==> src/dns_ptr_query_builder_assert.svh <==
// Assertion macros for the PTR query builder.
`ifndef DNS_PTR_QUERY_BUILDER_ASSERT_SVH
`define DNS_PTR_QUERY_BUILDER_ASSERT_SVH

// Same-cycle implication.
`define DPQ_ASSERT_IMP(lbl, clk, rst, ante, cons) \
   lbl: assert property (@(posedge clk) disable iff (rst) (ante) |-> (cons)) \
      else $error("dpq: same-cycle check failed");

// Next-cycle implication.
`define DPQ_ASSERT_NXT(lbl, clk, rst, ante, cons) \
   lbl: assert property (@(posedge clk) disable iff (rst) (ante) |=> (cons)) \
      else $error("dpq: next-cycle check failed");

`endif

==> src/dpq_pkg.sv <==
`timescale 1ns / 1ps
package dpq_pkg;

   localparam logic [15:0] TID_RESET       = 16'h1204;
   localparam logic [15:0] HDR_FLAGS       = 16'h0100;
   localparam logic [7:0]  QDCOUNT_LOW     = 8'h01;
   localparam logic [7:0]  DIGIT_ZERO      = 8'h30;
   localparam int          HDR_LEN         = 12;
   localparam int          TAIL_LEN        = 18;
   localparam int          QUEUE_DEPTH_DEF = 2;

   // One decimal label: length byte value and three digits (hundreds first).
   typedef struct packed {
      logic [1:0] len;
      logic [3:0] hund;
      logic [3:0] tens;
      logic [3:0] ones;
   } label_type;

   // Queue entry: label 0 is built from address bits 7..0.
   typedef struct packed {
      label_type [3:0] lbl;
   } entry_type;

   typedef struct packed {
      logic not_empty;
      logic full;
   } q_status_type;

   function automatic label_type to_label(input logic [7:0] v);
      label_type  res;
      logic [1:0] h;
      logic [7:0] rem;
      logic [14:0] prod;
      logic [7:0] tens_x10;
      h = (v >= 8'd200) ? 2'd2 : ((v >= 8'd100) ? 2'd1 : 2'd0);
      rem = v - ((h == 2'd2) ? 8'd200 : ((h == 2'd1) ? 8'd100 : 8'd0));
      // rem < 100: rem / 10 == (rem * 205) >> 11
      prod = 15'(rem[6:0]) * 15'd205;
      res.hund = {2'b00, h};
      res.tens = prod[14:11];
      tens_x10 = {res.tens, 3'b000} + {3'b000, res.tens, 1'b0};
      res.ones = 4'(rem - tens_x10);
      res.len = (h != 2'd0) ? 2'd3 : ((res.tens != 4'd0) ? 2'd2 : 2'd1);
      return res;
   endfunction

   function automatic logic [7:0] hdr_byte(input logic [3:0] idx, input logic [15:0] tid);
      logic [7:0] b;
      case (idx)
         4'd0:    b = tid[15:8];
         4'd1:    b = tid[7:0];
         4'd2:    b = HDR_FLAGS[15:8];
         4'd3:    b = HDR_FLAGS[7:0];
         4'd5:    b = QDCOUNT_LOW;
         default: b = 8'h00;
      endcase
      return b;
   endfunction

   // "in-addr" "arpa" root, then QTYPE PTR and QCLASS IN.
   function automatic logic [7:0] tail_byte(input logic [4:0] idx);
      logic [7:0] b;
      case (idx)
         5'd0:    b = 8'd7;
         5'd1:    b = 8'h69;
         5'd2:    b = 8'h6e;
         5'd3:    b = 8'h2d;
         5'd4:    b = 8'h61;
         5'd5:    b = 8'h64;
         5'd6:    b = 8'h64;
         5'd7:    b = 8'h72;
         5'd8:    b = 8'd4;
         5'd9:    b = 8'h61;
         5'd10:   b = 8'h72;
         5'd11:   b = 8'h70;
         5'd12:   b = 8'h61;
         5'd15:   b = 8'd12;
         5'd17:   b = 8'd1;
         default: b = 8'h00;
      endcase
      return b;
   endfunction

endpackage

==> src/dpq_front.sv <==
`timescale 1ns / 1ps
module dpq_front (
   input  logic                 req_valid,
   output logic                 req_stall,
   input  logic [31:0]          req_ipv4_addr,
   input  dpq_pkg::q_status_type q_status,
   output logic                 push,
   output dpq_pkg::entry_type   push_entry
);
   import dpq_pkg::*;

   assign req_stall = q_status.full;
   assign push      = req_valid && !q_status.full;

   // Labels go out lowest octet first.
   always_comb begin
      for (int k = 0; k < 4; k++) begin
         push_entry.lbl[k] = to_label(req_ipv4_addr[8*k +: 8]);
      end
   end

endmodule

==> src/dpq_queue.sv <==
`timescale 1ns / 1ps
module dpq_queue #(
   parameter int DEPTH = dpq_pkg::QUEUE_DEPTH_DEF
) (
   input  logic                  clock,
   input  logic                  reset,
   input  logic                  push,
   input  dpq_pkg::entry_type    push_entry,
   input  logic                  pop,
   output dpq_pkg::entry_type    head_entry,
   output dpq_pkg::q_status_type q_status
);
   import dpq_pkg::*;

   localparam int PTR_W = (DEPTH > 1) ? $clog2(DEPTH) : 1;
   localparam int CNT_W = $clog2(DEPTH + 1);

   entry_type        mem_ff [DEPTH];
   logic [PTR_W-1:0] wr_ptr_ff, wr_ptr_in;
   logic [PTR_W-1:0] rd_ptr_ff, rd_ptr_in;
   logic [CNT_W-1:0] count_ff, count_in;

   assign q_status.full      = (count_ff == CNT_W'(DEPTH));
   assign q_status.not_empty = (count_ff != '0);
   assign head_entry         = mem_ff[rd_ptr_ff];

   always_comb begin
      wr_ptr_in = wr_ptr_ff;
      rd_ptr_in = rd_ptr_ff;
      count_in  = count_ff;
      if (push) begin
         wr_ptr_in = (wr_ptr_ff == PTR_W'(DEPTH - 1)) ? '0 : wr_ptr_ff + 1'b1;
      end
      if (pop) begin
         rd_ptr_in = (rd_ptr_ff == PTR_W'(DEPTH - 1)) ? '0 : rd_ptr_ff + 1'b1;
      end
      if (push && !pop) begin
         count_in = count_ff + 1'b1;
      end else if (pop && !push) begin
         count_in = count_ff - 1'b1;
      end
   end

   always_ff @(posedge clock) begin
      if (reset) begin
         wr_ptr_ff <= '0;
         rd_ptr_ff <= '0;
         count_ff  <= '0;
      end else begin
         wr_ptr_ff <= wr_ptr_in;
         rd_ptr_ff <= rd_ptr_in;
         count_ff  <= count_in;
      end
   end

   always_ff @(posedge clock) begin
      if (push) begin
         mem_ff[wr_ptr_ff] <= push_entry;
      end
   end

endmodule

==> src/dpq_back.sv <==
`timescale 1ns / 1ps
module dpq_back (
   input  logic                  clock,
   input  logic                  reset,
   input  logic [15:0]           tid,
   input  dpq_pkg::entry_type    head_entry,
   input  dpq_pkg::q_status_type q_status,
   output logic                  pop,
   output logic                  rsp_valid,
   input  logic                  rsp_stall,
   output logic [7:0]            rsp_msg_byte,
   output logic                  rsp_last_byte
);
   import dpq_pkg::*;

   typedef enum logic [2:0] {
      ST_HDR  = 3'b001,
      ST_LBL  = 3'b010,
      ST_TAIL = 3'b100
   } bk_state_type;

   bk_state_type state_ff, state_in;
   logic [4:0]   cnt_ff, cnt_in;
   logic [1:0]   oct_ff, oct_in;
   logic [1:0]   sub_ff, sub_in;
   logic         valid_ff, valid_in;
   logic [7:0]   byte_ff, byte_in;
   logic         last_ff, last_in;

   logic         out_free;
   logic         adv;
   logic [7:0]   cur_byte;
   logic         cur_last;
   label_type    cur_lbl;
   logic [2:0]   dig_pos;
   logic [3:0]   digit;

   assign out_free = !valid_ff || !rsp_stall;
   assign adv      = q_status.not_empty && out_free;
   assign cur_lbl  = head_entry.lbl[oct_ff];

   // sub 1..len maps onto hundreds/tens/ones skipping leading zeros
   assign dig_pos = 3'(sub_ff) + 3'(2'd3 - cur_lbl.len) - 3'd1;

   always_comb begin
      case (dig_pos[1:0])
         2'd0:    digit = cur_lbl.hund;
         2'd1:    digit = cur_lbl.tens;
         default: digit = cur_lbl.ones;
      endcase
   end

   always_comb begin
      state_in = state_ff;
      cnt_in   = cnt_ff;
      oct_in   = oct_ff;
      sub_in   = sub_ff;
      pop      = 1'b0;
      cur_last = 1'b0;
      case (state_ff)
         ST_HDR: begin
            cur_byte = hdr_byte(cnt_ff[3:0], tid);
            if (adv) begin
               if (cnt_ff == 5'(HDR_LEN - 1)) begin
                  state_in = ST_LBL;
                  cnt_in   = '0;
                  oct_in   = '0;
                  sub_in   = '0;
               end else begin
                  cnt_in = cnt_ff + 1'b1;
               end
            end
         end
         ST_LBL: begin
            cur_byte = (sub_ff == 2'd0) ? {6'b0, cur_lbl.len} : DIGIT_ZERO + {4'b0, digit};
            if (adv) begin
               if (sub_ff == cur_lbl.len) begin
                  sub_in = '0;
                  if (oct_ff == 2'd3) begin
                     state_in = ST_TAIL;
                     cnt_in   = '0;
                  end else begin
                     oct_in = oct_ff + 1'b1;
                  end
               end else begin
                  sub_in = sub_ff + 1'b1;
               end
            end
         end
         ST_TAIL: begin
            cur_byte = tail_byte(cnt_ff);
            cur_last = (cnt_ff == 5'(TAIL_LEN - 1));
            if (adv) begin
               if (cur_last) begin
                  state_in = ST_HDR;
                  cnt_in   = '0;
                  pop      = 1'b1;
               end else begin
                  cnt_in = cnt_ff + 1'b1;
               end
            end
         end
         default: begin
            cur_byte = 8'h00;
            state_in = ST_HDR;
            cnt_in   = '0;
         end
      endcase
   end

   always_comb begin
      valid_in = valid_ff;
      byte_in  = byte_ff;
      last_in  = last_ff;
      if (out_free) begin
         valid_in = q_status.not_empty;
      end
      if (adv) begin
         byte_in = cur_byte;
         last_in = cur_last;
      end
   end

   always_ff @(posedge clock) begin
      if (reset) begin
         state_ff <= ST_HDR;
         cnt_ff   <= '0;
         oct_ff   <= '0;
         sub_ff   <= '0;
         valid_ff <= 1'b0;
      end else begin
         state_ff <= state_in;
         cnt_ff   <= cnt_in;
         oct_ff   <= oct_in;
         sub_ff   <= sub_in;
         valid_ff <= valid_in;
      end
   end

   always_ff @(posedge clock) begin
      byte_ff <= byte_in;
      last_ff <= last_in;
   end

   assign rsp_valid     = valid_ff;
   assign rsp_msg_byte  = byte_ff;
   assign rsp_last_byte = last_ff;

endmodule

==> src/dns_ptr_query_builder.sv <==
`timescale 1ns / 1ps
// Channel | Ports                                   | Moves
// req     | req_valid, req_stall, req_ipv4_addr     | one address per transaction
// rsp     | rsp_valid, rsp_stall, rsp_msg_byte,     | one message byte per transaction
//         | rsp_last_byte                           |
// csr     | csr_wr_en, csr_wr_data                  | transaction id write
//
// Each address gives a 38 to 46 byte message, one byte per cycle while rsp is not
// stalled; the byte sequencer in the back part sets the rate.
// A taken address is written into the queue, then its bytes leave the output register.
// Reset (synchronous, active high) empties the queue, drops the output byte
// and loads the transaction id with 0x1204.
// A stall on rsp freezes the sequencer while an output byte waits; addresses still
// enter until the queue fills, and req_stall is high only while the queue is full.
module dns_ptr_query_builder #(
   parameter int QUEUE_DEPTH = dpq_pkg::QUEUE_DEPTH_DEF
) (
   input  logic        clock,
   input  logic        reset,
   input  logic        req_valid,
   output logic        req_stall,
   input  logic [31:0] req_ipv4_addr,
   output logic        rsp_valid,
   input  logic        rsp_stall,
   output logic [7:0]  rsp_msg_byte,
   output logic        rsp_last_byte,
   input  logic        csr_wr_en,
   input  logic [15:0] csr_wr_data
);
   import dpq_pkg::*;

`include "dns_ptr_query_builder_assert.svh"

   // Transaction id; to be only written while idle (the user's duty, not enforced), so the back part reads it live.
   logic [15:0]  tid_ff, tid_in;

   logic         push;
   logic         pop;
   entry_type    push_entry;
   entry_type    head_entry;
   q_status_type q_status;

   assign tid_in = csr_wr_en ? csr_wr_data : tid_ff;

   always_ff @(posedge clock) begin
      if (reset) begin
         tid_ff <= TID_RESET;
      end else begin
         tid_ff <= tid_in;
      end
   end

   // Front: accept address, split octets into decimal labels.
   dpq_front u_front (
      .req_valid     (req_valid),
      .req_stall     (req_stall),
      .req_ipv4_addr (req_ipv4_addr),
      .q_status      (q_status),
      .push          (push),
      .push_entry    (push_entry)
   );

   // Short queue decouples label conversion from byte emission.
   dpq_queue #(
      .DEPTH (QUEUE_DEPTH)
   ) u_queue (
      .clock      (clock),
      .reset      (reset),
      .push       (push),
      .push_entry (push_entry),
      .pop        (pop),
      .head_entry (head_entry),
      .q_status   (q_status)
   );

   // Back: walk header, labels and suffix one byte per cycle while rsp is not stalled.
   dpq_back u_back (
      .clock         (clock),
      .reset         (reset),
      .tid           (tid_ff),
      .head_entry    (head_entry),
      .q_status      (q_status),
      .pop           (pop),
      .rsp_valid     (rsp_valid),
      .rsp_stall     (rsp_stall),
      .rsp_msg_byte  (rsp_msg_byte),
      .rsp_last_byte (rsp_last_byte)
   );

   // Never write into a full queue, never pop an empty one.
   `DPQ_ASSERT_IMP(a_push_not_full, clock, reset, push, !q_status.full)
   `DPQ_ASSERT_IMP(a_pop_not_empty, clock, reset, pop, q_status.not_empty)
   // Every message ends with the low byte of QCLASS IN.
   `DPQ_ASSERT_IMP(a_last_is_class, clock, reset, rsp_valid && rsp_last_byte, rsp_msg_byte == 8'h01)
   // Retiring an entry (last byte loaded) with no push frees a queue slot.
   `DPQ_ASSERT_NXT(a_pop_frees, clock, reset, pop && !push, !q_status.full)

endmodule

==> config.mk <==
export PLATFORM = sky130hd
export DESIGN_NAME = dns_ptr_query_builder
export DESIGN_NICKNAME = d
export VERILOG_FILES = /design/src/dpq_pkg.sv /design/src/dpq_front.sv /design/src/dpq_queue.sv /design/src/dpq_back.sv /design/src/dns_ptr_query_builder.sv
export VERILOG_INCLUDE_DIRS = /design/src /design/src/src
export SDC_FILE = /design/constraint.sdc
export NUM_CORES = 1
export LEC_CHECK = 0
export ABC_AREA = 1
export BUFFER_PORTS_ARGS = -buffer_cell sky130_fd_sc_hd__buf_4
export CORE_MARGIN = 2
export CORE_UTILIZATION = 35
export DETAILED_ROUTE_END_ITERATION = 16
export PLACE_DENSITY = 0.53
export SETUP_SLACK_MARGIN = 0.15
export SYNTH_ARGS = -nofsm -noshare
export SYNTH_HDL_FRONTEND = slang
export SYNTH_HIERARCHICAL = 1
export SYNTH_SLANG_ARGS = --single-unit
==> constraint.sdc <==
create_clock -name clock -period 8.39 [get_ports clock]
set_clock_uncertainty 0.15 [all_clocks]
set_input_delay 0.4195 -clock clock [delete_from_list [all_inputs] [get_ports clock]]
set_output_delay 0.4195 -clock clock [all_outputs]
set_load 0.03 [all_outputs]
==> results of run 1 <==
kinds of logic (layout without fill, tap and decap cells):
logic type | Yosys count | count (layout) | share of synthesized area
and+or+nand+nor | 495 | 495 | 0.179
buffers and inverters | 247 | 317 | 0.0818
adders and majority gates | 218 | 218 | 0.234
DFF | 162 | 162 | 0.347
AOI/OAI and AO/OA | 133 | 133 | 0.0630
muxes | 56 | 56 | 0.0609
xor gates and xnor gates | 45 | 45 | 0.0341
other | 1 | 8 | 0.000292
cell type report:
cell class / count / area [sq um] / area share
Clock buffer: 17 / 425 / 0.0298
Clock inverter: 15 / 121 / 0.00850
Inverter: 217 / 816 / 0.0571
Multi-Input combinational cell: 955 / 7360 / 0.516
Sequential cell: 162 / 4460 / 0.312
Tap cell: 468 / 586 / 0.0410
Timing Repair Buffer: 68 / 510 / 0.0358
routing by layer:
metal	up-vias	wire, microns	GRT usage
met5	-	0	0
met4	0	194	0.0314
met3	11	640	0.0190
met2	96	11600	0.233
met1	4074	12900	0.190
li1	4638	-	-
report_power, final:
group / internal [mW] / total, mW / switching (mW) / leakage, nW
Combinational: 1.37 / 3.45 / 2.08 / 5.06
Sequential: 1.29 / 1.36 / 0.0713 / 1.47
Clock: 0.386 / 0.719 / 0.333 / 0.263
Total: 3.05 / 5.53 / 2.48 / 6.79
flip-flops by register name, summed over array words and instances, names as in the netlist, named ones only:
register,count
tid_ff,16
u_back/cnt_ff,5
u_back/oct_ff,2
u_back/rsp_last_byte,1
u_back/rsp_msg_byte,8
u_back/rsp_valid,1
u_back/state_ff,3
u_back/sub_ff,2
u_queue/count_ff,2
u_queue/mem_ff,112
u_queue/rd_ptr_ff,1
u_queue/wr_ptr_ff,1
cells in the mapped netlist, drive strengths merged (2+ instances only):
library cell    n  share of area
edfxtp        121           0.28
nand3b          3         0.0018
fa             36          0.056
ha            182           0.18
and3            2        0.00098
nor3           15         0.0075
a31oi           6         0.0029
nand3          62          0.031
nand4          28          0.014
o21bai          6         0.0041
a211oi          2         0.0012
nand2         251          0.079
buf            23          0.016
xnor2          21          0.015
dfxtp          41          0.064
a32o            5         0.0039
nor2          124          0.039
clkbuf          7         0.0020
a221o           2         0.0016
mux2           56          0.061
a21boi          3         0.0018
o21ai          49          0.019
inv           216          0.063
o22ai           4         0.0020
a21oi          44          0.018
or2             4         0.0020
a21o            4         0.0024
xor2           23          0.017
and2            5         0.0030
o211ai          3         0.0021
metrics by stage:
step	worst slack (ns)	area, sq um	hold slack (ns)
finish	2.21	14300	0.0634
global route	1.64	14300	0.0442
CTS	2.13	14300	0.0391
detailed placement	1.71	13700	0.300
global placement	1.82	13700	0.299
floorplan	2.43	12900	0.279
final timing paths:
path                startpoint                    end  slack [ns]
max          req_ipv4_addr[28]  u_queue/mem_ff[0][45]        2.21
min            csr_wr_data[12]             tid_ff[12]        0.06
max reg2reg           register               register        4.20
min reg2reg         tid_ff[12]             tid_ff[12]        0.32
critical path: cells and delay by family:
kind	cells	cell delay, ns
compound gates	2	0.84
xor+xnor	4	0.87
fa+ha+maj	8	2.70
buf+inv	6	0.50
simple gates	9	0.87
==> impl_metrics.ini, run 1 <==
[cells_and_area]
diodes = 0
area_delta_synth_final_pct = 11.3
drive_above_1_share = 0.164
final_nets = 1692
n_fill_cell = 3633
utilization = 0.393
final_cell_mix = nand2_1, inv_1, ha_1
final_common_cell = nand2_1
final_cells = 1902

[die]
start_util = 0.353
rows = 70
core_area_sq_um = 36300
io_pins = 64
die_area_sq_um = 38200
dieWidth_microns = 195
die_h_microns = 195

[global_route]
grt_first_pass_wirelength_mm = 43.1
antenna_found_initial = 0
grt_use_total = 0.139
grt_pass1_vias = 8888
grt_overflow = 0
grt_start_max_net_pins = 57

[drt]
first_iter_violations = 423
drtAntennaViolNets = 0
drcViolationCount = 0
avgRoutedWirePerCell_microns = 13.3
num_vias = 8819
dr.pass1.iters = 5
via_per_inst = 4.64
wl_mm = 25.3

[outcome]
status = finished clean

[sta]
setup_viol = 0
fmax_mhz = 162
finalCriticalPeriod_ns = 6.18
setup_tns_ns = 0
min_period_over_period = 0.736
finalMaxSlewViolations = 0
worst_slew_pin_slew_ns = 0.903
slew_headroom = 0.398
rsz0062_at_grt = no
hold_viol_final = 0

[setup_path]
critPathLaunchType = input pin
slowest_stage = o311ai_0
path_class = in -> reg
cp.required_ns = 8.41
max_stage_delay_ns = 0.67
arrival_ns = 6.20
r2r_cells = 18
cp-end-kind = register
crit_fanout = 5

[cts]
cts.repair.resized = 0
hold_buffers = 0
cts-root-buf = clkbuf_16
clkLatencyLatePin_ns = 0.43
postCtsSetupBuffers = 0
clk_pin_slew_ns = 0.07
cts.sinks = 162
cts_tree = done
cts_buffer_depth = 2
cts_htree_levels = 4
cts_buffers = 17

[power]
ir_drop_v = 0.000187
p_leak_nw = 6.79
total_power_mw = 5.53
p_per_area_nw_per_um2 = 387

[placement]
place.gp.congestion = 0.834
placed_cells = 1870
port_buffers = 63
hpwl_mm = 20.0

[logic_synthesis]
synthCells = 1357
synth-async-reset-ratio = 0
syn-cell-area_sq_um = 12800
avgSynthCellArea_sq_um = 9.45
seq_area_frac_synth = 0.347
synth_edf_count = 121
synth_seq_cells = 162
ys_types = 64
dominantRegCellSynth = edfxtp_1
synth_warnings = 6

[hold_path]
whs_path_depth = 3
hold_class = in -> reg

[job]
drv_cap = 0
(Power assumes the default switching activity.)
==> inputs of run 2 (changes only) <==
- ABC_AREA: 1 -> 0
- PLACE_DENSITY: 0.53 -> 0.54
- clock period: 8.39 -> 5.7 ns (I/O delays scaled with it)
==> impl_metrics.ini, run 2 <==
[logic_synthesis]
synth_warnings = 6
synth_compound_area_frac = 0.0925
dominantRegCellSynth = edfxtp_1
synth_xor_area_frac = 0.0483
yosys.area_share.simple = 0.0823
yosysMostFrequentCell = ha_1
yosysTopAreaCell = edfxtp_1
synthCells = 1014
avgSynthCellArea_sq_um = 11.9
synth.mux.area_fraction = 0.105
syn-cell-area_sq_um = 12100
seq_area_frac_synth = 0.368
synth_edf_count = 121
synth_top_family_by_area = adder cells
synthAdderAreaFrac = 0.248
synth-async-reset-ratio = 0
synth_top_area_frac = 0.300
ys_top_cells_by_count = ha_1, edfxtp_1, inv_1
synth_seq_cells = 162
ys_types = 94
yosys-top-cells-area = edfxtp_1, ha_1, dfxtp_1

[global_route]
grt_start_max_net_pins = 57
grt_use_total = 0.138
grt_overflow = 0
grt_pass1_vias = 8258
antenna_found_initial = 0
grt_first_pass_wirelength_mm = 40.1

[setup_path]
arrival_ns = 5.56
slowest_stage = fa_2
critPathLaunchType = input pin
cp-end-kind = register
cp_top_family = adder cells
max_stage_delay_ns = 0.52
path_class = in -> reg
cp.buffers_inverters = 3
crit_fanout = 3
cp.required_ns = 5.71
crit_top_cell = ha_4

[die]
die_h_microns = 190
start_util = 0.353
rows = 68
dieWidth_microns = 190
die_area_sq_um = 36100
io_pins = 64
core_area_sq_um = 34300

[cells_and_area]
final_cell_mix = buf_4, ha_1, edfxtp_1
n_fill_cell = 3164
diodes = 0
final_nets = 1509
final_common_cell = buf_4
max_flop_register = u_queue/mem_ff
area_delta_synth_final_pct = 28.2
largest_reg_flops = 112
utilization = 0.452
final_cells = 1706
drive_above_1_share = 0.364

[cts]
cts.sinks = 162
cts-root-buf = clkbuf_16
clkLatencyLatePin_ns = 0.43
cts_tree = done
cts_htree_levels = 4
cts_buffer_depth = 2
clk_pin_slew_ns = 0.06
cts_buffers = 17

[placement]
placed_cells = 1629
place.gp.congestion = 0.792
port_buffers = 63
hpwl_mm = 18.7

[outcome]
status = finished clean

[drt]
wl_mm = 24.6
first_iter_violations = 367
dr.pass1.iters = 5
drcViolationCount = 0
num_vias = 8056
drtAntennaViolNets = 0
avgRoutedWirePerCell_microns = 14.4
via_per_inst = 4.72

[power]
total_power_mw = 8.14
ir_drop_v = 0.000286
p_per_area_nw_per_um2 = 525
p_leak_nw = 6.65

[sta]
setup_viol = 0
hold_viol_final = 0
rsz0062_at_grt = yes
worst_slew_pin_slew_ns = 0.901
finalMaxSlewViolations = 0
setup_tns_ns = 0
fmax_mhz = 180
min_period_over_period = 0.973
slew_headroom = 0.398
finalCriticalPeriod_ns = 5.55

[job]
drv_cap = 0

[hold_path]
hold_class = in -> reg
## run 2: cell count changes after synthesis, moves of 11 or more
| cell | previous run | this run |
|---|---|---|
| xnor2_1 | 20 | 34 |
| mux2i_1 | 0 | 27 |
| o21ai_0 | 43 | 12 |
| inv_1 | 205 | 110 |
| nor2_1 | 113 | 65 |
| nand3_2 | 11 | 0 |
| nand2_1 | 233 | 21 |
| mux4_2 | 0 | 12 |
| nand3_1 | 48 | 12 |
| mux2_4 | 40 | 0 |
| mux2_2 | 16 | 64 |
| nand2_2 | 13 | 1 |
| nand4_1 | 27 | 2 |
## run 2: cell families after synthesis
logic type	after synthesis
DFF	162
adders and majority gates	218
other	1
and+or+nand+nor	180
muxes	104
AOI/OAI and AO/OA	144
xor gates and xnor gates	61
buffers and inverters	144
## run 2: what timing repair did
action,CTS,global route
setup buffers,7,21
hold endpoints to repair,17,0
setup endpoints to repair,4,22
hold buffers,17,0
resized for setup,6,64
pin swaps,22,79
## run 2: final timing paths
path | startpoint | end | slack [ns] | depth (start not counted)
max | req_ipv4_addr[10] | u_queue/mem_ff[0][17] | 0.15 | 25
min reg2reg | tid_ff[0] | tid_ff[0] | 0.34 | 2
min | req_ipv4_addr[9] | u_queue/mem_ff[1][14] | 0.11 | 2
max reg2reg | register | register | 1.07 | 13
## run 2: power by group
part           internal, mW  switching [mW]
clock network         0.616           0.494
registers              1.89          0.0655
logic                  2.67            2.40
## run 2: per-stage QoR
stage          hold WS, ns  area, sq um  setup slack (ns)
2_1_floorplan        0.204        12300           -0.0970
3_3_place_gp         0.325        14100            -0.389
3_5_place_dp         0.337        14100            -0.392
4_1_cts             0.0971        14900             0.151
5_1_grt              0.106        15500           -0.0289
6_report             0.107        15500             0.152
## run 2: final cells by class
type                    count  area [sq um]  share of cell area
repair buffers            229          1800               0.116
multi-input cells         715          7670               0.495
flip-flops and latches    162          4460               0.287
clock buffers              18           429              0.0277
well taps                 455           569              0.0367
clock inverters            14           146             0.00944
inverters                 113           437              0.0282
## run 2: metal layers
metal / vias up / global-route usage / wire, microns
met5: - / 0 / 0
li1: 4092 / - / -
met1: 3857 / 0.184 / 12100
met2: 97 / 0.235 / 11800
met3: 10 / 0.0212 / 526
met4: 0 / 0.0349 / 197
## run 2: worst reg2reg max path, delay by kind of cell, from the launching register on
family          cells  cell delay (ns)
buf+inv             1             0.12
compound gates      3             0.70
mux                 4             1.54
simple gates        3             0.85
flops               1             0.62
fa+ha+maj           2             0.56
